## src/rtl/core/sha_pkg.sv

```systemverilog
// Shared types, constants and functions for the SHA-256 byte stream hasher.
// No dependencies; the hasher module imports this package.
`default_nettype none

package sha_pkg;

    typedef struct packed {
        logic       has_byte;
        logic [7:0] data_byte;
        logic       end_of_message;
    } t_in;

    typedef struct packed {
        logic [31:0] digest_word;
        logic [2:0]  word_number;
        logic        last_word;
    } t_out;

    typedef enum logic [2:0] {
        S_COLLECT,
        S_PAD,
        S_LOAD,
        S_ROUND,
        S_FOLD,
        S_EMIT
    } t_state;

    localparam logic [31:0] K_ROUND [64] = '{
        32'h428a2f98, 32'h71374491, 32'hb5c0fbcf, 32'he9b5dba5,
        32'h3956c25b, 32'h59f111f1, 32'h923f82a4, 32'hab1c5ed5,
        32'hd807aa98, 32'h12835b01, 32'h243185be, 32'h550c7dc3,
        32'h72be5d74, 32'h80deb1fe, 32'h9bdc06a7, 32'hc19bf174,
        32'he49b69c1, 32'hefbe4786, 32'h0fc19dc6, 32'h240ca1cc,
        32'h2de92c6f, 32'h4a7484aa, 32'h5cb0a9dc, 32'h76f988da,
        32'h983e5152, 32'ha831c66d, 32'hb00327c8, 32'hbf597fc7,
        32'hc6e00bf3, 32'hd5a79147, 32'h06ca6351, 32'h14292967,
        32'h27b70a85, 32'h2e1b2138, 32'h4d2c6dfc, 32'h53380d13,
        32'h650a7354, 32'h766a0abb, 32'h81c2c92e, 32'h92722c85,
        32'ha2bfe8a1, 32'ha81a664b, 32'hc24b8b70, 32'hc76c51a3,
        32'hd192e819, 32'hd6990624, 32'hf40e3585, 32'h106aa070,
        32'h19a4c116, 32'h1e376c08, 32'h2748774c, 32'h34b0bcb5,
        32'h391c0cb3, 32'h4ed8aa4a, 32'h5b9cca4f, 32'h682e6ff3,
        32'h748f82ee, 32'h78a5636f, 32'h84c87814, 32'h8cc70208,
        32'h90befffa, 32'ha4506ceb, 32'hbef9a3f7, 32'hc67178f2
    };

    localparam logic [31:0] H_INIT [8] = '{
        32'h6a09e667, 32'hbb67ae85, 32'h3c6ef372, 32'ha54ff53a,
        32'h510e527f, 32'h9b05688c, 32'h1f83d9ab, 32'h5be0cd19
    };

    localparam logic [7:0] PAD_BYTE = 8'h80;

    function automatic logic [31:0] ror(input logic [31:0] x, input int n);
        return (x >> n) | (x << (32 - n));
    endfunction

    function automatic logic [31:0] big_sig0(input logic [31:0] x);
        return ror(x, 2) ^ ror(x, 13) ^ ror(x, 22);
    endfunction

    function automatic logic [31:0] big_sig1(input logic [31:0] x);
        return ror(x, 6) ^ ror(x, 11) ^ ror(x, 25);
    endfunction

    function automatic logic [31:0] sml_sig0(input logic [31:0] x);
        return ror(x, 7) ^ ror(x, 18) ^ (x >> 3);
    endfunction

    function automatic logic [31:0] sml_sig1(input logic [31:0] x);
        return ror(x, 17) ^ ror(x, 19) ^ (x >> 10);
    endfunction

endpackage

`default_nettype wire

```

## src/rtl/core/sha_ram.sv

```systemverilog
// Generic single-write, single-read synchronous RAM with registered read data.
// No dependencies.
`default_nettype none

module sha_ram #(
    parameter int WIDTH = 32,
    parameter int DEPTH = 16
) (
    input  wire                     i_clk,
    input  wire                     i_we,
    input  wire [$clog2(DEPTH)-1:0] i_waddr,
    input  wire [WIDTH-1:0]         i_wdata,
    input  wire [$clog2(DEPTH)-1:0] i_raddr,
    output logic [WIDTH-1:0]        o_rdata
);

    logic [WIDTH-1:0] r_mem [DEPTH];

    always_ff @(posedge i_clk) begin
        if (i_we) begin
            r_mem[i_waddr] <= i_wdata;
        end
        o_rdata <= r_mem[i_raddr];
    end

endmodule

`default_nettype wire

```

## src/rtl/core/sha256_byte_stream_hasher.sv

```systemverilog
// Throughput: one byte request per cycle while a block is filling; a full block then
// stalls input through one load, 64 rounds on one round unit and one fold.
// End of message: one padding pass of 3 to 16 word writes and one compression, or two
// passes and two compressions when the length spills; then eight digest words, one per
// cycle when the sink is ready. The round unit sets rate.
// Reset (synchronous, active low) loads the initial hash and clears length and fill.
`default_nettype none

module sha256_byte_stream_hasher
    import sha_pkg::*;
(
    input  wire        i_clk,
    input  wire        i_rst_n,
    input  wire        i_in_valid,
    output logic       o_in_ready,
    input  wire t_in   i_in,
    output logic       o_out_valid,
    input  wire        i_out_ready,
    output t_out       o_out
);

    // Control state.
    t_state      r_state, n_state;
    logic [5:0]  r_fill, n_fill;      // bytes in the current block
    logic [5:0]  r_t, n_t;            // round counter
    logic [3:0]  r_pidx, n_pidx;      // padding word pointer
    logic        r_pfirst, n_pfirst;  // next padding word holds the 0x80 marker
    logic        r_extra, n_extra;    // marker block cannot hold the length
    logic        r_pend, n_pend;      // padding still owed for this message
    logic        r_last, n_last;      // running compression is the final one
    logic [2:0]  r_oidx, n_oidx;
    logic [63:0] r_len, n_len;
    logic [31:0] r_h [8];
    logic [31:0] n_h [8];

    // Datapath state.
    logic [31:0] r_acc, n_acc;        // partial word being assembled
    logic [31:0] r_v [8];
    logic [31:0] n_v [8];
    logic [31:0] r_w [16];
    logic [31:0] n_w [16];

    // Block buffer: sixteen big-endian words.
    logic        ram_we;
    logic [3:0]  ram_waddr, ram_raddr;
    logic [31:0] ram_wdata, ram_rdata;

    sha_ram #(.WIDTH(32), .DEPTH(16)) u_block_ram (
        .i_clk   (i_clk),
        .i_we    (ram_we),
        .i_waddr (ram_waddr),
        .i_wdata (ram_wdata),
        .i_raddr (ram_raddr),
        .o_rdata (ram_rdata)
    );

    logic        in_fire, out_fire;
    logic [1:0]  lane;
    logic [31:0] acc_base, acc_new, pad_word, w_cur, w_sched, t1, t2;
    logic [5:0]  fill_next;

    assign o_in_ready  = (r_state == S_COLLECT);
    assign o_out_valid = (r_state == S_EMIT);
    assign in_fire     = i_in_valid && o_in_ready;
    assign out_fire    = o_out_valid && i_out_ready;

    assign o_out = '{digest_word: r_h[r_oidx],
                     word_number: r_oidx,
                     last_word:   (r_oidx == 3'd7)};

    // Bytes land big-endian in the word; a fresh word starts from zero so unused
    // lanes are already clear when padding begins.
    assign lane     = r_fill[1:0];
    assign acc_base = (lane == 2'd0) ? 32'd0 : r_acc;
    assign acc_new  = acc_base | ({24'd0, i_in.data_byte} << (5'd24 - {lane, 3'd0}));
    assign pad_word = acc_base | ({24'd0, PAD_BYTE} << (5'd24 - {lane, 3'd0}));
    assign fill_next = i_in.has_byte ? r_fill + 6'd1 : r_fill;

    // The first sixteen schedule words come from the buffer, the rest from the window.
    assign w_sched = sml_sig1(r_w[14]) + r_w[9] + sml_sig0(r_w[1]) + r_w[0];
    assign w_cur   = (r_t[5:4] == 2'd0) ? ram_rdata : w_sched;
    assign t1 = r_v[7] + big_sig1(r_v[4]) + ((r_v[4] & r_v[5]) ^ (~r_v[4] & r_v[6]))
              + K_ROUND[r_t] + w_cur;
    assign t2 = big_sig0(r_v[0]) + ((r_v[0] & r_v[1]) ^ (r_v[0] & r_v[2]) ^ (r_v[1] & r_v[2]));

    always_ff @(posedge i_clk) begin
        if (!i_rst_n) begin
            r_state  <= S_COLLECT;
            r_fill   <= '0;
            r_t      <= '0;
            r_pidx   <= '0;
            r_pfirst <= 1'b0;
            r_extra  <= 1'b0;
            r_pend   <= 1'b0;
            r_last   <= 1'b0;
            r_oidx   <= '0;
            r_len    <= '0;
            r_h      <= H_INIT;
        end else begin
            r_state  <= n_state;
            r_fill   <= n_fill;
            r_t      <= n_t;
            r_pidx   <= n_pidx;
            r_pfirst <= n_pfirst;
            r_extra  <= n_extra;
            r_pend   <= n_pend;
            r_last   <= n_last;
            r_oidx   <= n_oidx;
            r_len    <= n_len;
            r_h      <= n_h;
        end
    end

    always_ff @(posedge i_clk) begin
        r_acc <= n_acc;
        r_v   <= n_v;
        r_w   <= n_w;
    end

    always_comb begin
        n_state  = r_state;
        n_fill   = r_fill;
        n_t      = r_t;
        n_pidx   = r_pidx;
        n_pfirst = r_pfirst;
        n_extra  = r_extra;
        n_pend   = r_pend;
        n_last   = r_last;
        n_oidx   = r_oidx;
        n_len    = r_len;
        n_h      = r_h;
        n_acc    = r_acc;
        n_v      = r_v;
        n_w      = r_w;
        ram_we    = 1'b0;
        ram_waddr = r_fill[5:2];
        ram_wdata = acc_new;
        ram_raddr = r_t[3:0] + 4'd1;

        unique case (r_state)
            S_COLLECT: begin
                if (in_fire) begin
                    if (i_in.has_byte) begin
                        n_acc  = acc_new;
                        n_fill = fill_next;
                        n_len  = r_len + 64'd8;
                        ram_we = (lane == 2'd3);
                    end
                    if (i_in.end_of_message) begin
                        n_pend   = 1'b1;
                        n_pidx   = fill_next[5:2];
                        n_pfirst = 1'b1;
                        n_extra  = (fill_next >= 6'd56);
                        n_state  = S_PAD;
                    end
                    // A completed block is compressed first; padding then starts
                    // on the empty buffer.
                    if (i_in.has_byte && r_fill == 6'd63) begin
                        n_state = S_LOAD;
                    end
                end
            end
            S_PAD: begin
                ram_we    = 1'b1;
                ram_waddr = r_pidx;
                if (r_pfirst) begin
                    ram_wdata = pad_word;
                end else if (!r_extra && r_pidx == 4'd14) begin
                    ram_wdata = r_len[63:32];
                end else if (!r_extra && r_pidx == 4'd15) begin
                    ram_wdata = r_len[31:0];
                end else begin
                    ram_wdata = 32'd0;
                end
                n_pfirst = 1'b0;
                n_pidx   = r_pidx + 4'd1;
                if (r_pidx == 4'd15) begin
                    n_state = S_LOAD;
                    if (r_extra) begin
                        n_extra = 1'b0;
                    end else begin
                        n_pend = 1'b0;
                        n_last = 1'b1;
                    end
                end
            end
            S_LOAD: begin
                ram_raddr = 4'd0;
                n_v       = r_h;
                n_t       = '0;
                n_state   = S_ROUND;
            end
            S_ROUND: begin
                for (int i = 0; i < 15; i++) begin
                    n_w[i] = r_w[i+1];
                end
                n_w[15] = w_cur;
                n_v[0] = t1 + t2;
                n_v[1] = r_v[0];
                n_v[2] = r_v[1];
                n_v[3] = r_v[2];
                n_v[4] = r_v[3] + t1;
                n_v[5] = r_v[4];
                n_v[6] = r_v[5];
                n_v[7] = r_v[6];
                n_t = r_t + 6'd1;
                if (r_t == 6'd63) begin
                    n_state = S_FOLD;
                end
            end
            S_FOLD: begin
                for (int i = 0; i < 8; i++) begin
                    n_h[i] = r_h[i] + r_v[i];
                end
                n_fill = '0;
                if (r_last) begin
                    n_last  = 1'b0;
                    n_oidx  = '0;
                    n_state = S_EMIT;
                end else if (r_pend) begin
                    n_state = S_PAD;
                end else begin
                    n_state = S_COLLECT;
                end
            end
            S_EMIT: begin
                if (out_fire) begin
                    n_oidx = r_oidx + 3'd1;
                    if (r_oidx == 3'd7) begin
                        n_h     = H_INIT;
                        n_len   = '0;
                        n_fill  = '0;
                        n_state = S_COLLECT;
                    end
                end
            end
            default: begin
                n_state = S_COLLECT;
            end
        endcase
    end

    // Input and output never open at once: digests stall new requests.
    a_exclusive: assert property (@(posedge i_clk) disable iff (!i_rst_n)
        !(o_in_ready && o_out_valid))
        else $error("input and output channels both open");

    // Rounds advance by one every cycle until the last.
    a_round_step: assert property (@(posedge i_clk) disable iff (!i_rst_n)
        (r_state == S_ROUND && r_t != 6'd63) |=> (r_state == S_ROUND && r_t == $past(r_t) + 6'd1))
        else $error("round counter skipped");

    // Digest words leave in order, back to back with the sink.
    a_word_order: assert property (@(posedge i_clk) disable iff (!i_rst_n)
        (out_fire && !o_out.last_word) |=>
            (o_out_valid && o_out.word_number == $past(o_out.word_number) + 3'd1))
        else $error("digest word order broken");

endmodule

`default_nettype wire
```

## config.mk

```make
export PLATFORM = sky130hd
export DESIGN_NAME = sha256_byte_stream_hasher
export DESIGN_NICKNAME = d
export VERILOG_FILES = /design/src/rtl/core/sha_pkg.sv /design/src/rtl/core/sha_ram.sv /design/src/rtl/core/sha256_byte_stream_hasher.sv
export SDC_FILE = /design/constraint.sdc
export NUM_CORES = 2
export LEC_CHECK = 0
export BUFFER_PORTS_ARGS = -buffer_cell sky130_fd_sc_hd__buf_2
export CAP_MARGIN = 20
export CORE_ASPECT_RATIO = 0.8
export CORE_MARGIN = 2
export CORE_UTILIZATION = 35
export DETAILED_ROUTE_END_ITERATION = 8
export MAX_ROUTING_LAYER = met4
export PLACE_DENSITY = 0.49
export SETUP_SLACK_MARGIN = 0.2
export SYNTH_ARGS = -nofsm -noshare
export SYNTH_HDL_FRONTEND = slang
export SYNTH_SLANG_ARGS = --single-unit
```

## constraint.sdc

```tcl
create_clock -name i_clk -period 35.2 [get_ports i_clk]
set_input_delay 3.52 -clock i_clk [delete_from_list [all_inputs] [get_ports i_clk]]
set_output_delay 3.52 -clock i_clk [all_outputs]
set_load 0.02 [all_outputs]
```

==> results by group <==
Critical path
  – R2R depth: 47
  – Worst setup SP type: flip-flop
  – CP Class: flip-flop to flip-flop
  – WP buf/inv: 7
  – Critical Path RT: 35.72 ns
  – Worst flop-to-flop path startpoint: r_w[53]
  – Critical Path End Type: flip-flop
  – CP top delay family: compound AO/OA/AOI/OAI gates
  – CP Max Fanout: 5
  – CP max stage delay: 0.56 ns
  – Slowest stage cell, crit path: fa_1
  – Worst Path Arrival: 11.93 ns
  – R2R setup slack: 23.79 ns
  – FF-to-FF End: r_v[255]
  – Most frequent CP cell: inv_1

Power and ir drop
  – Leakage Power: 38.08 nW
  – Total Power: 5.663 mW
  – Peak VDD IR: 52.26 uV
  – Power Density: 55.82 nW/um^2

Clock network
  – Num CTS Buffers: 187
  – CTS tree: done
  – H-tree depth: 4
  – Worst-path clk slew: 0.06 ns
  – CTS max path bufs: 4
  – Clk sinks: 1687
  – CTS Hold Bufs: 0
  – CTS root buffer: clkbuf_16
  – Count of cells resized by post-cts repair: 0
  – Post-CTS Setup Inserts: 0
  – Latest clock arrival within the worst-skew pair: 0.89 ns

Hold path
  – Hold WC Path Type: flip-flop to flip-flop
  – Hold path depth: 0
  – Hold path endpoint: r_w[419]
  – Hold_sp: r_w[387]

Timing
  – RSZ-0062 raised after global routing: no
  – Worst slew margin: 16.85%
  – Period utilisation layout: 32.42%
  – Crit path time final: 11.41 ns
  – Post-route setup slack: 23.79 ns
  – Peak Freq: 87.63 MHz
  – Fin. max-slew vios: 0
  – Final Skew: 0.08622 ns
  – Hold Fails Final Rpt: 0
  – Worst slew pin tran: 1.234 ns
  – Final setup vio count: 0
  – Setup TNS: 0 ns

Synth
  – Mapped Nets: 9125
  – Share of the synthesized area in the top cell type: 43.21%
  – Async set-reset flop share out of synthesis: 0%
  – Commonest register cell after synthesis: edfxtp_1
  – #FFs+latches synth: 1687
  – Unique masters post-synth: 100
  – Commonest cells post-synth: nand2_1, edfxtp_1, inv_1
  – Syn. warnings: 0
  – Post-synthesis area per instance: 10.73 sq um
  – Leading area contributor after synthesis: edfxtp_1
  – Post-synth EDFFs: 1312
  – Synthesized instance count: 8500
  – Post-Synthesis Cell Area: 91180 sq um
  – Register area share after synthesis: 51.44%
  – Synth top area cells: edfxtp_1, dfxtp_1, ha_1, nand2_1, fa_1
  – Top-count cell post-synth: nand2_1

Layout
  – Area delta synth->final: 11.27%
  – Fillers: 25160
  – Fin area: 101500 sq um
  – Layout net count: 9068
  – Post-layout util: 39.19%
  – Share of layout cells above drive strength 1: 7.766%

Placement
  – GPL Wtd Cong: 0.9703
  – Dpl hpwl: 214700 um
  – Port buffer count: 51
  – DP Worst Slack: 24.08 ns
  – Dpl cell area: 95500 sq um

Detailed routing
  – Routed len/inst: 25.95 um
  – Pre-antenna DRT Iters: 6
  – WL final: 312500 um
  – Routed Antenna Nets: 0
  – Vias per inst: 5.486
  – Initial DRC count: 7582
  – Via count of the routed design: 66070
  – DRC: 0

Floorplan
  – Site Rows: 167
  – Die Ht: 460.5 um
  – Die width: 574.7 um
  – Initial Util: 35.22%
  – Boundary Pins: 52
  – Die ar.: 264600 sq um
  – Core Region: 258900 sq um

Run
  – Maxcap violations: 0

GRT
  – Antenna violations before repair: 18
  – First-pass GRT wire length: 450100 um
  – Residual overflow from global routing: 0
  – GR Util All Layers: 23.83%
  – Vias in the first global route: 62140
  – Largest net degree at the start of global routing: 136

Outcome
  – Status: completed
[cell type report]
cell class / count / area [sq um] / area share [%]
clock inverters: 79 / 802.0 / 0.7905
diodes: 2 / 5.005 / 0.004933
repair buffers: 173 / 1305 / 1.286
flip-flops and latches: 1687 / 46930 / 46.25
clock buffers: 243 / 5104 / 5.030
inverters: 534 / 2019 / 1.990
well taps: 3464 / 4334 / 4.272
multi-input cells: 5860 / 40960 / 40.38
[worst reg2reg max path: cells and delay by family, from the launching register on]
family	cells	cell delay (ns)
compound gates	19	4.37
xor+xnor	5	1.00
fa+ha+maj	9	3.95
buf+inv	7	0.45
flops	1	0.51
simple gates	7	0.79
[stage by stage]
stage / instances / hold WS (ns)
floorplan: 8500 / 0.4003
global placement: 11710 / 0.4000
detailed placement: 11710 / 0.4045
CTS: 12040 / 0.3552
global route: 12040 / 0.3657
finish: 12040 / 0.3753
[cells in the final DEF (no fill, tap or decap), types with 38 or more instances in the layout]
cell       count
a21oi_1      481
nand2_1     1328
a21o_1       223
dfxtp_1      367
o21ai_1       40
xnor2_1      353
fa_1         197
clkbuf_16    190
a22oi_1       97
mux2_2        65
o22ai_1      222
a311oi_1      73
buf_4        109
nor2b_1      158
edfxtp_1    1312
xor2_1       268
inv_1        530
mux4_2        68
nand3_1       96
a211oi_1      73
o21a_1        65
nor2_1       452
nor3_1        83
o21ai_0      372
buf_2         50
ha_1         414
and3_1        41
a31oi_1      114
clkbuf_1      38
o21bai_1      54
nand2b_1      62
[per-layer routing]
layer	track usage, %	vias up	part of all wire (%)
li1	-	30300	-
met1	37.53	33140	51
met2	31.86	2331	40
met3	3.992	292	7.9
met4	3.620	0	1.4
met5	-	-	0
[sequential cells by signal, indices dropped and copies added (netlist names), 3 cells and up]
name and count:
r_v 256, r_pidx 4, r_len 61, r_w 512, u_block_ram.o_rdata 32, r_fill 6, r_h 256, u_block_ram.r_mem 512
r_acc 32, r_oidx 3, r_t 6, r_state 3
[power by group]
part | total (mW) | internal, mW | leakage, nW | switching [mW]
registers | 2.19 | 2.17 | 14.9 | 0.0206
logic | 1.52 | 0.577 | 20.3 | 0.939
clock network | 1.96 | 1.12 | 2.87 | 0.834
total | 5.66 | 3.87 | 38.1 | 1.79
[worst max path at each step]
| stage | end | from | depth (start not counted) |
|---|---|---|---|
| after global placement | r_v[255] | r_w[53] | 45 |
| after global routing | r_v[253] | r_w[53] | 43 |
| after floorplan | r_w[0] | r_state[1] | 6 |
| after CTS | r_v[255] | r_w[53] | 47 |
| final | r_v[255] | r_w[53] | 47 |
| after detailed placement | r_v[255] | r_w[53] | 47 |
[kinds of logic (layout without fill, tap and decap cells)]
family	count (synthesis)	in the layout	share of synthesized area (%)
AOI/OAI and AO/OA	2057	2057	14.41
xor gates and xnor gates	622	622	5.990
adders and majority gates	616	616	10.06
buffers and inverters	953	1029	3.931
DFF	1687	1687	51.44
muxes	148	148	2.647
other	0	2	0
and+or+nand+nor	2417	2417	11.52
No activity file was read; power rests on OpenSTA's default activity.
